<file path="config.mk">
export PLATFORM = sky130hd
export DESIGN_NAME = flash_doubleword_write_combiner_top
export DESIGN_NICKNAME = d
export VERILOG_FILES = /design/src/rtl/fdwc_pkg.sv /design/src/rtl/fdwc_front.sv /design/src/rtl/fdwc_queue.sv /design/src/rtl/fdwc_back.sv /design/src/rtl/flash_doubleword_write_combiner_top.sv
export VERILOG_INCLUDE_DIRS = /design/src /design/src/rtl
export SDC_FILE = /design/constraint.sdc
export NUM_CORES = 1
export LEC_CHECK = 0
export BUFFER_PORTS_ARGS = -buffer_cell sky130_fd_sc_hd__buf_2
export CORE_MARGIN = 8
export CORE_UTILIZATION = 48
export CTS_CLUSTER_SIZE = 40
export DETAILED_ROUTE_END_ITERATION = 8
export HOLD_SLACK_MARGIN = 0.05
export PLACE_DENSITY = 0.66
export SETUP_SLACK_MARGIN = 0.4
export SLEW_MARGIN = 20
export SYNTH_ARGS = -nofsm -noshare
export SYNTH_HDL_FRONTEND = slang
export SYNTH_SLANG_ARGS = --single-unit
</file>
<file path="constraint.sdc">
create_clock -name i_clk -period 22.9 [get_ports i_clk]
set_clock_uncertainty 0.1 [all_clocks]
set_input_delay 3.435 -clock i_clk [delete_from_list [all_inputs] [get_ports i_clk]]
set_output_delay 3.435 -clock i_clk [all_outputs]
set_load 0.005 [all_outputs]
</file>
<file path="src/rtl/flash_doubleword_write_combiner_top_assert.svh">
// ---------------------------------------------------------------------------
// Assertion macros for the flash double-word write combiner
// Shared concurrent assertion forms, clocked on i_clk, off during reset.
// ---------------------------------------------------------------------------
`ifndef FLASH_DOUBLEWORD_WRITE_COMBINER_TOP_ASSERT_SVH
`define FLASH_DOUBLEWORD_WRITE_COMBINER_TOP_ASSERT_SVH

// same-cycle implication
`define FDWC_ASSERT_NOW(label, ante, cons) \
    label: assert property (@(posedge i_clk) disable iff (!i_rst_n) (ante) |-> (cons)) \
        else $error("fdwc: same-cycle check failed");

// next-cycle implication
`define FDWC_ASSERT_NEXT(label, ante, cons) \
    label: assert property (@(posedge i_clk) disable iff (!i_rst_n) (ante) |=> (cons)) \
        else $error("fdwc: next-cycle check failed");

`endif

</file>
<file path="src/rtl/fdwc_pkg.sv">
// ---------------------------------------------------------------------------
// fdwc_pkg
// Types and constants of the flash double-word write combiner.
// ---------------------------------------------------------------------------
package fdwc_pkg;

    localparam int ADDRESS_WIDTH_DEF = 32;
    localparam int QUEUE_DEPTH       = 2;
    localparam int BYTES_PER_WORD    = 8;
    localparam int INDEX_WIDTH       = 29;

    localparam logic [7:0] ALL_LANES = 8'hFF;

    // request codes
    localparam logic [1:0] REQ_WRITE   = 2'd0;
    localparam logic [1:0] REQ_FLUSH   = 2'd1;
    localparam logic [1:0] REQ_DISCARD = 2'd2;

    // result status codes
    localparam logic [1:0] ST_PROGRAM = 2'd0;
    localparam logic [1:0] ST_SKIP    = 2'd1;
    localparam logic [1:0] ST_ERROR   = 2'd2;

    typedef struct packed {
        logic [1:0]  req_type;
        logic [31:0] wr_addr;
        logic [7:0]  byte_data;
        logic        chunk_end;
        logic [63:0] flash_word;
    } t_in;

    typedef struct packed {
        logic [INDEX_WIDTH-1:0] word_index;
        logic [63:0]            word_value;
        logic [1:0]             status;
    } t_out;

    // word handed from front to back
    typedef struct packed {
        logic [INDEX_WIDTH-1:0] index;
        logic [63:0]            value;
        logic [63:0]            flash;
    } t_issue;

    // queue status seen by front and back
    typedef struct packed {
        logic full;
        logic valid;
    } t_q_stat;

endpackage

</file>
<file path="src/rtl/fdwc_front.sv">
// ---------------------------------------------------------------------------
// fdwc_front
// Accepts requests, merges bytes into the pending word, issues finished words.
// ---------------------------------------------------------------------------
module fdwc_front #(
    parameter int ADDRESS_WIDTH = fdwc_pkg::ADDRESS_WIDTH_DEF
) (
    input  logic             i_clk,
    input  logic             i_rst_n,
    input  logic             i_in_valid,
    output logic             o_in_stall,
    input  fdwc_pkg::t_in    i_in_data,
    input  fdwc_pkg::t_q_stat i_q_stat,
    output logic             o_push,
    output fdwc_pkg::t_issue o_push_data
);

    localparam logic [32:0] AddrMaskW = (33'd1 << ADDRESS_WIDTH) - 33'd1;
    localparam logic [31:0] AddrMask  = AddrMaskW[31:0];
    localparam int          IW        = fdwc_pkg::INDEX_WIDTH;

    logic          r_pend_valid;
    logic [IW-1:0] r_pend_index;
    logic [63:0]   r_pend_value;
    logic [7:0]    r_pend_mask;
    logic [63:0]   r_pend_flash;

    logic          n_pend_valid;
    logic [IW-1:0] n_pend_index;
    logic [63:0]   n_pend_value;
    logic [7:0]    n_pend_mask;
    logic [63:0]   n_pend_flash;

    logic          accept;
    logic [31:0]   addr;
    logic [IW-1:0] idx;
    logic [2:0]    lane;
    logic          same_word;
    logic [63:0]   base_value;
    logic [63:0]   base_flash;
    logic [7:0]    base_mask;
    logic [63:0]   merged;
    logic [7:0]    merged_mask;

    assign o_in_stall = i_q_stat.full;
    assign accept     = i_in_valid && !i_q_stat.full;

    assign addr      = i_in_data.wr_addr & AddrMask;
    assign idx       = addr[31:3];
    assign lane      = addr[2:0];
    assign same_word = r_pend_valid && (r_pend_index == idx);

    // open from flash contents unless the byte lands in the pending word
    assign base_value = same_word ? r_pend_value : i_in_data.flash_word;
    assign base_flash = same_word ? r_pend_flash : i_in_data.flash_word;
    assign base_mask  = same_word ? r_pend_mask  : 8'h00;

    always_comb begin
        for (int b = 0; b < fdwc_pkg::BYTES_PER_WORD; b++) begin
            merged[b*8 +: 8] = (lane == 3'(b)) ? i_in_data.byte_data : base_value[b*8 +: 8];
            merged_mask[b]   = (lane == 3'(b)) ? 1'b1 : base_mask[b];
        end
    end

    always_comb begin
        n_pend_valid = r_pend_valid;
        n_pend_index = r_pend_index;
        n_pend_value = r_pend_value;
        n_pend_mask  = r_pend_mask;
        n_pend_flash = r_pend_flash;
        o_push       = 1'b0;
        o_push_data  = '{index: r_pend_index, value: r_pend_value, flash: r_pend_flash};
        if (accept) begin
            unique case (i_in_data.req_type)
                fdwc_pkg::REQ_FLUSH: begin
                    o_push       = r_pend_valid;
                    n_pend_valid = 1'b0;
                end
                fdwc_pkg::REQ_DISCARD: begin
                    n_pend_valid = 1'b0;
                end
                fdwc_pkg::REQ_WRITE: begin
                    n_pend_valid = 1'b1;
                    n_pend_index = idx;
                    n_pend_value = merged;
                    n_pend_mask  = merged_mask;
                    n_pend_flash = base_flash;
                    if (r_pend_valid && !same_word) begin
                        // issue the old word, keep the new one open
                        o_push = 1'b1;
                    end else if (i_in_data.chunk_end && merged_mask == fdwc_pkg::ALL_LANES) begin
                        o_push       = 1'b1;
                        o_push_data  = '{index: idx, value: merged, flash: base_flash};
                        n_pend_valid = 1'b0;
                    end
                end
                default: begin
                end
            endcase
        end
    end

    always_ff @(posedge i_clk) begin
        if (!i_rst_n) begin
            r_pend_valid <= 1'b0;
        end else begin
            r_pend_valid <= n_pend_valid;
        end
        r_pend_index <= n_pend_index;
        r_pend_value <= n_pend_value;
        r_pend_mask  <= n_pend_mask;
        r_pend_flash <= n_pend_flash;
    end

endmodule

</file>
<file path="src/rtl/fdwc_queue.sv">
// ---------------------------------------------------------------------------
// fdwc_queue
// Short FIFO of issued words between front and back.
// ---------------------------------------------------------------------------
`include "flash_doubleword_write_combiner_top_assert.svh"

module fdwc_queue (
    input  logic              i_clk,
    input  logic              i_rst_n,
    input  logic              i_push,
    input  fdwc_pkg::t_issue  i_push_data,
    input  logic              i_pop,
    output fdwc_pkg::t_issue  o_head,
    output fdwc_pkg::t_q_stat o_stat
);

    localparam int Depth = fdwc_pkg::QUEUE_DEPTH;
    localparam int PtrW  = (Depth > 1) ? $clog2(Depth) : 1;
    localparam int CntW  = $clog2(Depth + 1);

    fdwc_pkg::t_issue r_mem [Depth];
    logic [PtrW-1:0]  r_wr_ptr;
    logic [PtrW-1:0]  r_rd_ptr;
    logic [CntW-1:0]  r_count;

    assign o_head       = r_mem[r_rd_ptr];
    assign o_stat.full  = (r_count == CntW'(Depth));
    assign o_stat.valid = (r_count != '0);

    always_ff @(posedge i_clk) begin
        if (i_push) begin
            r_mem[r_wr_ptr] <= i_push_data;
        end
    end

    always_ff @(posedge i_clk) begin
        if (!i_rst_n) begin
            r_wr_ptr <= '0;
            r_rd_ptr <= '0;
            r_count  <= '0;
        end else begin
            if (i_push) begin
                r_wr_ptr <= (r_wr_ptr == PtrW'(Depth - 1)) ? '0 : r_wr_ptr + PtrW'(1);
            end
            if (i_pop) begin
                r_rd_ptr <= (r_rd_ptr == PtrW'(Depth - 1)) ? '0 : r_rd_ptr + PtrW'(1);
            end
            if (i_push && !i_pop) begin
                r_count <= r_count + CntW'(1);
            end else if (i_pop && !i_push) begin
                r_count <= r_count - CntW'(1);
            end
        end
    end

    `FDWC_ASSERT_NOW(a_no_overflow, i_push, !o_stat.full)
    `FDWC_ASSERT_NOW(a_no_underflow, i_pop, o_stat.valid)
    `FDWC_ASSERT_NEXT(a_count_up, i_push && !i_pop, r_count == $past(r_count) + CntW'(1))

endmodule

</file>
<file path="src/rtl/fdwc_back.sv">
// ---------------------------------------------------------------------------
// fdwc_back
// Compares issued words with flash and drives the result register.
// ---------------------------------------------------------------------------
module fdwc_back (
    input  logic              i_clk,
    input  logic              i_rst_n,
    input  fdwc_pkg::t_q_stat i_q_stat,
    input  fdwc_pkg::t_issue  i_head,
    output logic              o_pop,
    output logic              o_out_valid,
    input  logic              i_out_stall,
    output fdwc_pkg::t_out    o_out_data
);

    logic           r_out_valid;
    fdwc_pkg::t_out r_out_data;
    logic [1:0]     status;

    assign o_pop = i_q_stat.valid && (!r_out_valid || !i_out_stall);

    always_comb begin
        if (i_head.value == i_head.flash) begin
            status = fdwc_pkg::ST_SKIP;
        end else if ((i_head.flash & i_head.value) != i_head.value) begin
            status = fdwc_pkg::ST_ERROR;
        end else begin
            status = fdwc_pkg::ST_PROGRAM;
        end
    end

    always_ff @(posedge i_clk) begin
        if (!i_rst_n) begin
            r_out_valid <= 1'b0;
        end else if (!r_out_valid || !i_out_stall) begin
            r_out_valid <= i_q_stat.valid;
        end
        if (o_pop) begin
            r_out_data <= '{word_index: i_head.index, word_value: i_head.value, status: status};
        end
    end

    assign o_out_valid = r_out_valid;
    assign o_out_data  = r_out_data;

endmodule

</file>
<file path="src/rtl/flash_doubleword_write_combiner_top.sv">
// ---------------------------------------------------------------------------
// flash_doubleword_write_combiner_top
// Merges a byte stream into 64-bit flash program words with status.
// ---------------------------------------------------------------------------
// Usage:
//   Input channel (i_in_valid / o_in_stall / i_in_data) takes one request per
//   transaction: write one byte, flush the pending word, or discard it on an
//   erase. Each write carries the current flash contents of its double-word.
//   Output channel (o_out_valid / i_out_stall / o_out_data) returns at most
//   one result per request: the double-word index, the merged value and a
//   status of program, unchanged (skip) or invalid 0-to-1 change (error).
//   Throughput: one request per cycle while the queue is not full, set by the
//   combinational byte merge in the front end. A result is registered on its
//   way to the output, first by the queue write, then by the result register
//   load.
//   A stalled receiver holds the result register; the two-entry queue keeps
//   taking words until it fills, then o_in_stall rises. Requests causing no
//   result pass through even when the output is stalled, while queue room
//   remains.
//   Reset (i_rst_n low, synchronous) drops the pending word, empties the
//   queue and clears the output valid.
// ---------------------------------------------------------------------------
module flash_doubleword_write_combiner_top #(
    parameter int ADDRESS_WIDTH = fdwc_pkg::ADDRESS_WIDTH_DEF
) (
    input  logic           i_clk,
    input  logic           i_rst_n,
    input  logic           i_in_valid,
    output logic           o_in_stall,
    input  fdwc_pkg::t_in  i_in_data,
    output logic           o_out_valid,
    input  logic           i_out_stall,
    output fdwc_pkg::t_out o_out_data
);

    fdwc_pkg::t_q_stat q_stat;
    fdwc_pkg::t_issue  push_data;
    fdwc_pkg::t_issue  head;
    logic              push;
    logic              pop;

    // front end: request decode and byte merge
    fdwc_front #(
        .ADDRESS_WIDTH(ADDRESS_WIDTH)
    ) u_front (
        .i_clk       (i_clk),
        .i_rst_n     (i_rst_n),
        .i_in_valid  (i_in_valid),
        .o_in_stall  (o_in_stall),
        .i_in_data   (i_in_data),
        .i_q_stat    (q_stat),
        .o_push      (push),
        .o_push_data (push_data)
    );

    // decouple merge from result delivery
    fdwc_queue u_queue (
        .i_clk       (i_clk),
        .i_rst_n     (i_rst_n),
        .i_push      (push),
        .i_push_data (push_data),
        .i_pop       (pop),
        .o_head      (head),
        .o_stat      (q_stat)
    );

    // back end: flash compare and result register
    fdwc_back u_back (
        .i_clk       (i_clk),
        .i_rst_n     (i_rst_n),
        .i_q_stat    (q_stat),
        .i_head      (head),
        .o_pop       (pop),
        .o_out_valid (o_out_valid),
        .i_out_stall (i_out_stall),
        .o_out_data  (o_out_data)
    );

endmodule
</file>
== Word-level counts from Yosys, hierarchy flattened ==
Memory sizes are Yosys's and may differ from the RTL's. A register that Yosys moved wholly into a read port is not among the register bits.
Index checks and enable logic that the tools add are counted.
Storage, ports and cells
  memories kept: 1
  output and inout port bits: 97
  bits in writable memories: 314
  register bits: 266
Memory list
  u_queue.r_mem: depth 2, bits a word 157, rd ports 1, clocked after memory_dff 1, write ports 1, line fdwc_queue.sv:21  | fdwc_pkg::t_issue r_mem [Depth];
Cells by class
  $add $sub $neg: 4
  bitwise operators: 1
  reduce and logical (&&, ||, !) cells: 22
  equality and inequality tests: 14
  muxes and demuxes: 39
Operators with widths (count)
  $mux W157: 4
  $mux W64: 2
  $mux W8: 9
  $and A64 B64 Y64: 1
  $eq A64 B64 Y1: 1
  $ne A64 B64 Y1: 1
  $eq A29 B29 Y1: 1
  $mux W1: 19
  $eq A3 B3 Y1 const B: 4
  $eq A8 B8 Y1 const B: 1
  $logic_and A1 B1 Y1: 7
  $eq A3 B2 Y1 const B: 2
  $logic_not A1 Y1: 6
  $mux W2: 3
  $reduce_bool A2 Y1: 3
  $eq A2 B2 Y1 const B: 2
  $pmux W1 S2: 2
  $reduce_and A2 Y1: 2
  $eq A3 B1 Y1 const B: 1
  $logic_not A3 Y1: 1
  $add A1 B1 Y1 const B: 2
  $add A2 B1 Y2 const B: 1
  $eq A2 B1 Y1 const B: 1
  $logic_not A2 Y1: 1
  other kinds (3): 3

== Longest topological paths before layout ==
Gate-level depths: netlist of run 1.
  word-level depth: 14
  depth in mapped cells: 11

== Hierarchy ==
From an unflattened synthesis of run 1, not the netlist that was laid out.
Second synthesis, totals
  cell total of the unflattened synthesis: 1692
  area, all modules: 25075.3 µm²
By module, submodules not included
  fdwc_queue: times used 1, cells each 510, area an instance 11588.6 µm²
  fdwc_front: times used 1, cells each 912, area an instance 9278.9 µm²
  fdwc_back: times used 1, cells each 270, area an instance 4207.8 µm²

== Worst setup path after synthesis of run 1 ==
No wires, ideal clock.
  path kind: input-to-reg
  start point: in i_in_data[84] in the netlist's numbering
  end point: mem u_queue.r_mem[1][0] in the netlist's numbering, enable pin
  cell stages on the path: 7
  required time: 21902 ps
  path buffers: 1
  arrival time: 16230 ps
  library setup time: 898 ps
  path slack: 5671 ps
  cell sequence: xnor2_1 nand4_1 or4_1 o21bai_1 buf_2 a21oi_1 nor3b_1
On the way
  longest elaborated chain between the ends: 12
  elaborated cells on any way between the ends: 21
  classes of those cells: 2 x eq/ne; 15 x mux; 4 x reduce/logical
RTL lines
  start, declared: line flash_doubleword_write_combiner_top.sv:30  | input fdwc_pkg::t_in i_in_data,
  $eq A29 B29 Y1: line fdwc_front.sv:51  | assign same_word = r_pend_valid && (r_pend_index == idx);
  $logic_and A1 B1 Y1: line fdwc_front.sv:51
  $mux W8: line fdwc_front.sv:56  | assign base_mask = same_word ? r_pend_mask : 8'h00;
  $mux W1: line fdwc_front.sv:61  | merged_mask[b] = (lane == 3'(b)) ? 1'b1 : base_mask[b];
  net u_front.merged_mask[1]: line fdwc_front.sv:43  | logic [7:0] merged_mask;
  $eq A8 B8 Y1: line fdwc_front.sv:91  | end else if (i_in_data.chunk_end && merged_mask == fdwc_pkg::ALL_LANES) begin
  $logic_and A1 B1 Y1: line fdwc_front.sv:91
  $mux W1: line fdwc_front.sv:91
  $mux W1: line fdwc_front.sv:88  | if (r_pend_valid && !same_word) begin
  $pmux W1 S2: line fdwc_front.sv:74  | unique case (i_in_data.req_type)
  $mux W1: line fdwc_front.sv:73  | if (accept) begin
  $mux W1: line fdwc_queue.sv:31  | if (i_push) begin
  $mux W1 (implied by the code): line fdwc_queue.sv:32  | r_mem[r_wr_ptr] <= i_push_data;
  end, declared: line fdwc_queue.sv:21
The timed path passes the listed nets, and every way through them passes these cells.

== Worst setup path after layout of run 1 ==
  start point: in i_in_data[73] in the netlist's numbering
  end point: mem u_queue.r_mem[0][85] in the netlist's numbering, enable pin
On the way
  longest elaborated chain between the ends: 10
  elaborated cells on any way between the ends: 24
  classes of those cells: 8 x eq/ne; 14 x mux; 2 x reduce/logical
RTL lines (line)
  $eq A3 B1 Y1, or another cell as far along: fdwc_front.sv:61
  $mux W1: fdwc_front.sv:61
  $eq A8 B8 Y1 (*): fdwc_front.sv:91
  $logic_and A1 B1 Y1 (*): fdwc_front.sv:91
  $mux W1 (*): fdwc_front.sv:91
  $mux W1 (*): fdwc_front.sv:88
  $pmux W1 S2 (*): fdwc_front.sv:74
  $mux W1 (*): fdwc_front.sv:73
  $mux W1 (*): fdwc_queue.sv:31
  $mux W1 (implied by the code) (*): fdwc_queue.sv:32
Every way passes the cells marked *; elsewhere a longest branch is shown, timed or not.

==> metrics, run 1 <==
Ys Warns=0; H-tree levels=2; run status=finished clean; initial antenna violation count=4; MaxCap Viol Count=0; Power Density=95.0 nW/µm²; vias in the first global route=between 10000 and 15000; Worst EP arrival=between 7 and 8 ns; # resized after CTS=0; Port Buffer Count=~210; GRT Total Usage=0.190; Final Slew Violations=0; dpl hpwl=35.4 mm; CTS sink count=581; leading area contributor after synthesis=edfxtp_1; grt met3 use=0.0361; CP Capture Type=flop; worst reg-to-reg setup slack=18.32 ns; Worst-Skew Late Latency=0.61 ns; GR Util met2=0.312; Final Setup Violations=0; #FFs+latches synth=581; top cells by area, synth=edfxtp_1 71%, mux2_2 7.3%, nand2_1 4.2%; CTS buffer count=60; via count=13300; FMAX=140 MHz; WL/cell=about 23 µm; share of flip-flops with an asynchronous set or reset=0; Top Ports=208; met1 Use GR=0.261; post-synthesis sequential area ratio=0.717; Post-DRT Antenna Nets=0; Syn Nets=1767; Synth top area share=0.711; Final Hold Violating Endpoints=0; nets=1891; share of cells above drive strength 1=0.271; Slew headroom=0.282; die area=57900 µm²; drt via density=between 5 and 6; leakage power=between 9 and 10 nW; GR Overflow Total=0; clock root buffer=clkbuf_16; Area Growth Syn to Fin=13.3%; total power=0.00261 W; Starting Density=0.485; setup_tns=0 ns; Hold Path Class=flop to flop; EDFF count, synth=574; hold buffer count at cts=0; complex-gate fraction of the synthesized area=0.0198; multiplexer share of the synthesized area=0.113; Tmin final=7.15 ns; commonest non-fill, non-tap cell in the layout=edfxtp_1; xor and xnor area share after synthesis=0.0116; GRT busiest layer=met2; Rows=82; DR iter-0 viols=1107; Detailed Routing Iterations Pass 1=6; Synth Flop Type=edfxtp_1; wirelength, routed=55.9 mm; Synth Area in Simple Gates=0.0772; RePlAce Congestion=about 0.8; Startpoint Class=input port; Final period util=0.312; Post-CTS Setup Bufs=0; post-synth cell types=45; clock-pin slew on the worst setup and hold paths=0.06 ns; required time worst endpoint=23.03 ns; Core ar.=about 50000 µm²; most frequent cells in the layout=574 x edfxtp_1, 270 x nand2_1, 207 x buf_2; Die X=241 µm; critical setup path kind=input port to flop; VDD IR-drop max=0.0613 mV; Synth Area per Inst=15.2 µm²; first-pass GRT wire length=82.8 mm; largest net degree at the start of global routing=between 100 and 150; Post-Synth Adder-Cell Area=0.0336; synthesized instance count=1591; critical path peak fanout=71; die height=241 µm; DR DRC count=0; unrepaired setup endpoints after global routing=false; synthesized cell area=about 24000 µm²; TritonCTS clock tree=done; Worst-Margin Slew=1.08 ns; largest family of logic cells by synthesized area=multiplexers; CTS max path bufs=3
## Yosys cell counts (7+ instances only)
cell type,instances
nand2_1,270
nor4_1,26
xnor2_1,14
clkbuf_1,128
mux2i_1,96
o21ai_0,35
mux2_2,158
ha_1,65
nand4_1,26
xor2_1,18
dfxtp_1,7
edfxtp_1,574
buf_1,11
a31oi_1,32
buf_2,16
nor2_1,43
## logic make-up after synthesis
group,Yosys count
muxes,254
and+or+nand+nor,414
xor gates and xnor gates,32
adders and majority gates,65
DFF,581
buffers and inverters,164
AOI/OAI and AO/OA,81
## worst paths after layout
check | from | to | depth (start not counted)
min | u_front.r_pend_flash[13] | u_queue.r_mem[0][13] | 0
max | i_in_data[73] | u_queue.r_mem[0][85] | 9
max reg2reg | u_front.r_pend_index[13] | u_queue.r_mem[0][85] | 8
min reg2reg | u_front.r_pend_flash[13] | u_queue.r_mem[0][13] | 0
## routing by layer
layer | wire, µm | vias to the layer above
li1 | - | 6143
met5 | 13 | -
met3 | 3350 | 79
met4 | 962 | 2
met2 | 26900 | 380
met1 | 24700 | 6705
## metrics by stage
step / cells / utilization / instance area (µm²) / hold WS [ns] / worst slack [ns]
3_5_place_dp: 2325 / 0.513 / 25600 / 0.361 / 15.08
3_3_place_gp: 2325 / 0.513 / 25600 / 0.351 / 15.16
5_1_grt: 2440 / 0.549 / 27400 / 0.386 / 15.52
2_1_floorplan: 1591 / - / 24200 / 0.364 / 5.67
4_1_cts: 2437 / 0.549 / 27400 / 0.369 / 15.74
6_report: 2441 / 0.549 / 27400 / 0.372 / 15.75
## cell type report
cell class                      count  area [µm²]
Antenna cell                        4        10.0
Clock buffer                       81        1650
Clock inverter                     31         161
Fill cell                        4026       22500
Inverter                            4        22.5
Multi-Input combinational cell    846        6210
Sequential cell                   581       17400
Tap cell                          672         841
Timing Repair Buffer              222        1170
## state kept, by name (all words and copies together) (netlist names), named ones only
signal / cells
u_front.r_pend_index: 29
u_back.o_out_valid: 1
u_front.r_pend_value: 64
u_queue.r_mem: 314
u_queue.r_count: 2
u_front.r_pend_flash: 64
u_back.o_out_data: 95
u_front.r_pend_valid: 1
u_front.r_pend_mask: 8
u_queue.r_wr_ptr: 1
u_queue.r_rd_ptr: 1
## critical path, stage by stage
cell and delay (ns):
buf_2 0.15, nand3b_1 0.60, o2bb2a_1 0.51, nor4_2 0.25
buf_4 0.25, a21oi_1 0.15, nor3_2 0.21, buf_4 0.68
buf_4 0.88
## power breakdown
group          switching (W)  leakage, nW  total [W]  internal [W]
Combinational       0.000222         3.42   0.000371      0.000149
Sequential         0.0000427         5.29    0.00134       0.00130
Clock               0.000393        0.879   0.000897      0.000504
Total               0.000658         9.59    0.00261       0.00195
(Power assumes the default switching activity.)
==> run 2: changes to the inputs <==
ABC_AREA = 1   (was default)
clock period = 6.8 ns   (was 22.9 ns; I/O delays follow)
==> run 2 against run 1 <==
  * Core utilization down 0.46 points
  * Via count rose by 11%
  * Sequential share of layout area fell by 0.86 points
  * First-iteration DRC count rose by 7.6%
  * Critical path type unchanged
  * Largest cell class unchanged
  * Highest routed layer unchanged
==> metrics, run 2 <==
clock-pin slew on the worst setup and hold paths=0.06 ns (about the same); initial antenna violation count=7 (was 4); H-tree levels=2 (unchanged); setup_tns=0 ns (unchanged); Final Setup Violations=0 (unchanged); required time worst endpoint=6.95 ns (was 23.03 ns); met1 WL=23.8 mm (was 24.7 mm); most frequent cells in the layout=574 x edfxtp_1, 237 x nand2_1, 228 x nor2_1 (was 574 x edfxtp_1, 270 x nand2_1, 207 x buf_2); CP Capture Type=flop (unchanged); Ys Warns=0 (unchanged); commonest non-fill, non-tap cell in the layout=edfxtp_1 (unchanged); VDD IR-drop max=0.224 mV (was 0.0613 mV); drt via density=5.48 (was 5.45); Detailed Routing Iterations Pass 1=6 (unchanged); post-synthesis sequential area ratio=0.703 (was 0.717); synthesized cell area=24700 µm² (was 24200 µm²); CTS buffer count=59 (was 60); top cells by area, synth=edfxtp_1 70%, mux2_2 4.2%, nand2_1 3.6% (was edfxtp_1 71%, mux2_2 7.3%, nand2_1 4.2%); Hold Path Depth=1 (was 0); leading area contributor after synthesis=edfxtp_1 (unchanged); # resized after CTS=0 (unchanged); Final Hold Violating Endpoints=0 (unchanged); TritonCTS clock tree=done (unchanged); Die X=243 µm (was 241 µm); Port Buffer Count=207 (unchanged); cell with the most instances after synthesis=edfxtp_1 (unchanged); die height=243 µm (was 241 µm); share of flip-flops with an asynchronous set or reset=0 (unchanged); Starting Density=0.484 (was 0.485); Synth Flop Type=edfxtp_1 (unchanged); EDFF count, synth=574 (unchanged); Final period util=0.681; share of cells above drive strength 1=0.220 (was 0.271); Tmin final=around 4.6 ns; Hold Path Origin=u_queue.r_rd_ptr (was u_front.r_pend_flash[13]); most common cell type on the critical path=nand2_1 (was buf_4); die area=59000 µm² (was 57900 µm²); critical path peak fanout=97 (was 71); Fill cells=4209 (was 4026); Synth top area share=0.698 (was 0.711); max FFs per register=314 (unchanged); Top Ports=208 (unchanged); nets=2128 (was 1891); vias in the first global route=14600 (was 13300); critical setup path kind=input port to flop (unchanged); RR Startpoint=u_front.r_pend_index[24] (was u_front.r_pend_index[13]); Slew headroom=0.238 (was 0.282); Crit. Startpoint=i_in_data[100] (was i_in_data[73]); dpl hpwl=35.2 mm (was 35.4 mm); leakage power=10.1 nW (was 9.59 nW); Final Slew Violations=0 (unchanged); reg2reg end=u_queue.r_mem[1][24] (was u_queue.r_mem[0][85]); wirelength, routed=57.8 mm (was 55.9 mm); first-pass GRT wire length=86.7 mm (was 82.8 mm); largest net degree at the start of global routing=158 (was 143); area of the multi-input gates=6320 µm² (was 6210 µm²); via count=14700 (was 13300); Area Growth Syn to Fin=12.6% (was 13.3%); CTS sink count=581 (unchanged); Power Density=336 nW/µm² (was 95.0 nW/µm²); Worst-Skew Late Latency=0.60 ns (was 0.61 ns); met3 routed WL=4.06 mm (was 3.35 mm); run status=finished clean (unchanged); Worst-Margin Slew=1.14 ns (was 1.08 ns); unrepaired setup endpoints after global routing=false (unchanged); RePlAce Congestion=0.786 (was 0.807); slowest CP cell=inv_6 (was buf_4); Syn Nets=2031 (was 1767); Detail Route met2 WL=28.0 mm (was 26.9 mm); DR top layer=met5 (unchanged); Worst EP arrival=4.78 ns (was 7.28 ns); Synth Area per Inst=13.3 µm² (was 15.2 µm²); CP max stage delay=0.75 ns (was 0.88 ns); GRT Total Usage=0.188 (was 0.190); #FFs+latches synth=581 (unchanged); hold buffer count at cts=0 (unchanged); Core ar.=51100 µm² (was 50000 µm²); clock root buffer=clkbuf_16 (unchanged); top post-synthesis cells by count=574 x edfxtp_1, 239 x nand2_1, 229 x nor2_1 (was 574 x edfxtp_1, 270 x nand2_1, 158 x mux2_2); worst reg-to-reg setup slack=2.25 ns (was 18.32 ns); register area=17400 µm² (about the same); Startpoint Class=input port (unchanged); CTS max path bufs=3 (unchanged); synthesized instance count=1855 (was 1591); Reg2Reg Depth=16 (was 8); Post-DRT Antenna Nets=0 (unchanged); Top reg by flops=u_queue.r_mem (unchanged); Post-CTS Setup Bufs=0 (unchanged); DR DRC count=0 (unchanged); GR Overflow Total=0 (unchanged); post-synth cell types=27 (was 45); cells along the critical path=buf_2 -> inv_1 -> nand2_1 -> nand2_1 -> nor2_1 -> nand2_1 -> nor2_1 -> nand2_1 -> nor2_4 -> nand3_1 -> nand2_1 -> nand2_1 -> nor2_2 -> nand3_4 -> nand2_1 -> nand3_1 -> inv_6 -> buf_4 (was buf_2 -> nand3b_1 -> o2bb2a_1 -> nor4_2 -> buf_4 -> a21oi_1 -> nor3_2 -> buf_4 -> buf_4); Hold Path Class=flop to flop (unchanged); FMAX=216 MHz; Rows=83 (was 82); Final Core Density=0.545 (was 0.549); MaxCap Viol Count=0 (unchanged); DR iter-0 viols=1191 (was 1107); WL/cell=21.5 µm (was 22.9 µm)
run 2: cell types whose count changed after synthesis, sizes merged, moves of 15 or more:
cell | before | now
mux2 | 158 | 93
nor2 | 43 | 233
inv | 4 | 65
nor3 | 3 | 64
nand3 | 9 | 145
mux2i | 96 | 64
a31oi | 32 | 64
xor2 | 18 | 3
buf | 32 | 48
o21ai | 35 | 6
nand2 | 270 | 239
run 2: cell families (layout without fill, tap and decap cells):
logic type | after synthesis | after routing | share of synthesized area
adder cells (fa/ha/maj) | 65 | 65 | 0.0329
flip-flops | 581 | 581 | 0.703
XOR/XNOR | 3 | 3 | 0.00106
multiplexers | 157 | 157 | 0.0683
buffers and inverters | 251 | 394 | 0.0421
other | 0 | 4 | 0
AND/OR/NAND/NOR | 720 | 720 | 0.133
AO/OA/AOI/OAI | 78 | 78 | 0.0191
run 2: how the worst max path moves through the flow:
stage                             to
6_report        u_queue.r_mem[1][24]
4_1_cts        u_queue.r_mem[1][103]
3_3_place_gp    u_queue.r_mem[1][28]
2_1_floorplan    u_queue.r_mem[1][0]
5_1_grt         u_queue.r_mem[1][81]
3_5_place_dp    u_queue.r_mem[1][25]
run 2: report_power, final:
group	internal, W	switching [W]	total (W)
Combinational	0.000681	0.000964	0.00164
Clock	0.00178	0.00131	0.00308
Sequential	0.00445	0.000189	0.00464
run 2: metal layers:
| metal | up-vias | global-route usage |
|---|---|---|
| met5 | - | 0 |
| met4 | 10 | 0.0651 |
| met3 | 120 | 0.0417 |
| met2 | 529 | 0.313 |
| met1 | 7227 | 0.241 |
| li1 | 6824 | - |
run 2: worst max-delay path, delay by kind of cell:
kind,cells,cell delay (ns)
AND/OR/NAND/NOR,14,2.26
buffers and inverters,4,1.43
run 2: final cells by class:
cell class | instances | area share
Sequential cell | 581 | 0.625
Multi-Input combinational cell | 1023 | 0.227
Inverter | 65 | 0.00922
Clock inverter | 31 | 0.00836
Antenna cell | 4 | 0.000360
Tap cell | 680 | 0.0306
Clock buffer | 76 | 0.0569
Timing Repair Buffer | 222 | 0.0431
run 2: stage by stage:
| stage | power [W] | hold slack [ns] | instances | instance area (µm²) | setup slack [ns] |
|---|---|---|---|---|---|
| 6_report | 0.00936 | 0.356 | 2682 | 27800 | 2.17 |
| 5_1_grt | 0.00975 | 0.369 | 2678 | 27800 | 1.86 |
| 4_1_cts | 0.00947 | 0.348 | 2678 | 27800 | 2.14 |
| 3_5_place_dp | 0.00639 | 0.349 | 2571 | 26000 | 1.50 |
| 3_3_place_gp | 0.00636 | 0.322 | 2571 | 26000 | 1.59 |
| 2_1_floorplan | 0.00567 | 0.325 | 1855 | 24700 | 0.664 |
==> run 3: changes to the inputs <==
clock period = 4.8 ns   (was 6.8 ns; I/O delays follow)
==> run 3 against run 2 <==
  * Sequential share of layout area decreased by 0.67 points
  * Non-clock buffer count increased by 11
  * Worst setup slack got worse by 1.3 ns
  * Flip-flop and latch count unchanged
  * Routed wire length is 2.0% higher
  * Clock-buffer cell count is 2 lower
  * Design area grew 1.1%
  * Worst hold slack worse by 0.14 ns
  * Sequential power grew 41%
  * Die area is the same
  * First-iteration DRC count increased by 0.92%
  * Power rose by 44%
==> metrics, run 3 (same netlist as run 2, synthesis figures left out) <==
most frequent cells in the layout=574 x edfxtp_1, 235 x nand2_1, 227 x nor2_1 (was 574 x edfxtp_1, 237 x nand2_1, 228 x nor2_1); Worst-Skew Late Latency=0.61 ns (was 0.60 ns); Final Slew Violations=0 (unchanged); most common cell type on the critical path=nand2_1 (unchanged); GR Overflow Total=0 (unchanged); CTS sink count=581 (unchanged); clock root buffer=clkbuf_16 (unchanged); Final Hold Violating Endpoints=0 (unchanged); Tmin final=3.93 ns; critical path peak fanout=157 (was 97); critical setup path kind=flop to flop (was input port to flop); Slew headroom=0.211 (was 0.238); Top reg by flops=u_queue.r_mem (unchanged); Rows=83 (unchanged); DR DRC count=0 (unchanged); Power Density=481 nW/µm² (was 336 nW/µm²); GRT Total Usage=0.193 (was 0.188); FMAX=~250 MHz; slowest CP cell=buf_12 (was inv_6); share of cells above drive strength 1=0.232 (was 0.220); leakage power=10.2 nW (was 10.1 nW); vias in the first global route=15100 (was 14600); non-filler instance count after layout=2693 (was 2682); Final Core Density=0.551 (was 0.545); CP max stage delay=0.68 ns (was 0.75 ns); Die X=243 µm (unchanged); area of the multi-input gates=6350 µm² (was 6320 µm²); via count=14800 (was 14700); die area=59000 µm² (unchanged); Port Buffer Count=207 (unchanged); wirelength, routed=58.9 mm (was 57.8 mm); TritonCTS clock tree=done (unchanged); unrepaired setup endpoints after global routing=false (unchanged); Worst EP arrival=4.06 ns (was 4.78 ns); run status=finished clean (unchanged); clock-pin slew on the worst setup and hold paths=0.06 ns (about the same); Post-CTS Setup Bufs=0 (unchanged); Final Setup Violations=0 (unchanged); Post-Layout Inst Area=28100 µm² (was 27800 µm²); CTS buffer count=58 (was 59); Worst-Margin Slew=1.18 ns (was 1.14 ns); Startpoint Class=flop (was input port); DR iter-0 viols=1202 (was 1191); total power=0.0135 W (was 0.00936 W); VDD IR-drop max=0.282 mV (was 0.224 mV); WL/cell=21.9 µm (was 21.5 µm); Post-DRT Antenna Nets=0 (unchanged); CP delay by family, top=simple AND/OR/NAND/NOR gates (unchanged); register area=17400 µm² (unchanged); max FFs per register=314 (unchanged); die height=243 µm (unchanged); Core ar.=51100 µm² (unchanged); MaxCap Viol Count=0 (unchanged); Hold Path Depth=1 (unchanged); Starting Density=0.484 (unchanged); Placed Area=26200 µm² (was 26000 µm²); Area Growth Syn to Fin=13.8% (was 12.6%); drt via density=5.51 (was 5.48); H-tree levels=2 (unchanged); Top Ports=208 (unchanged); WP depth=16 (was 18); required time worst endpoint=4.93 ns (was 6.95 ns); commonest non-fill, non-tap cell in the layout=edfxtp_1 (unchanged); Reg2Reg Depth=16 (unchanged); Buffers & Inverters on Critical Path=3 (was 4); first-pass GRT wire length=89.3 mm (was 86.7 mm); cells along the critical path=nand2_1 -> nand2_1 -> nor2_1 -> nand2_1 -> nor2_1 -> nand2_1 -> nor2_4 -> nand3_1 -> nand2_1 -> inv_1 -> nor2_2 -> nand3_4 -> nand2_4 -> nand3_1 -> clkinvlp_4 -> buf_12 (was buf_2 -> inv_1 -> nand2_1 -> nand2_1 -> nor2_1 -> nand2_1 -> nor2_1 -> nand2_1 -> nor2_4 -> nand3_1 -> nand2_1 -> nand2_1 -> nor2_2 -> nand3_4 -> nand2_1 -> nand3_1 -> inv_6 -> buf_4); Detailed Routing Iterations Pass 1=5 (was 6); hold buffer count at cts=0 (unchanged); RePlAce Congestion=0.792 (was 0.786); nets=2138 (was 2128); largest net degree at the start of global routing=167 (was 158); CTS max path bufs=3 (unchanged); Hold Path Class=input port to flop (was flop to flop); dpl hpwl=36.1 mm (was 35.2 mm); Fill cells=4183 (was 4209); initial antenna violation count=8 (was 7); # resized after CTS=0 (unchanged); CP Capture Type=flop (unchanged); placed cell count=2582 (was 2571); Final period util=0.820
## run 3: changes by cell type in the layout (fill, tap and decap cells not counted), moves of 2 or more
cell,delta
diode_2,-2
clkinv_1,-7
buf_12,+7
nand2_4,+2
bufinv_16,+3
clkinv_2,+5
nand2_1,-2
nand3_2,+2
buf_4,+4
inv_6,-2
nand3_1,-2
clkinvlp_4,+4
clkbuf_1,-2
## run 3: worst paths after layout
kind	startpoint	to	slack, ns
max	u_front.r_pend_index[24]	u_queue.r_mem[1][128]	0.87
min	i_in_data[95]	u_front.r_pend_index[19]	0.21
max reg2reg	u_front.r_pend_index[24]	u_queue.r_mem[1][128]	0.87
min reg2reg	u_queue.r_rd_ptr	flop	0.34
## run 3: cell type report
class | count | area share
flip-flops and latches | 581 | 0.618
clock inverters | 35 | 0.0123
multi-input cells | 1023 | 0.226
well taps | 680 | 0.0302
repair buffers | 233 | 0.0487
diodes | 2 | 0.000178
clock buffers | 74 | 0.0560
inverters | 65 | 0.00903
## run 3: power breakdown
| group | total [W] | internal [W] | switching (W) |
|---|---|---|---|
| Combinational | 0.00241 | 0.00100 | 0.00141 |
| Sequential | 0.00653 | 0.00630 | 0.000233 |
| Clock | 0.00458 | 0.00269 | 0.00189 |
| Total | 0.0135 | 0.00999 | 0.00353 |
## run 3: per-layer routing
metal	global-route usage	vias up	wire length, µm
met4	0.0740	8	1920
met2	0.319	593	28400
met5	0	-	46
met1	0.248	7252	24400
met3	0.0433	114	4180
li1	-	6858	-
## run 3: through the flow
step           hold slack, ns  TNS, ns  worst slack [ns]
2_1_floorplan           0.325   -31.78            -0.202
3_3_place_gp            0.323        0             0.635
3_5_place_dp            0.328        0             0.527
4_1_cts                 0.169        0             0.921
5_1_grt                 0.181        0             0.659
6_report                0.212        0             0.865
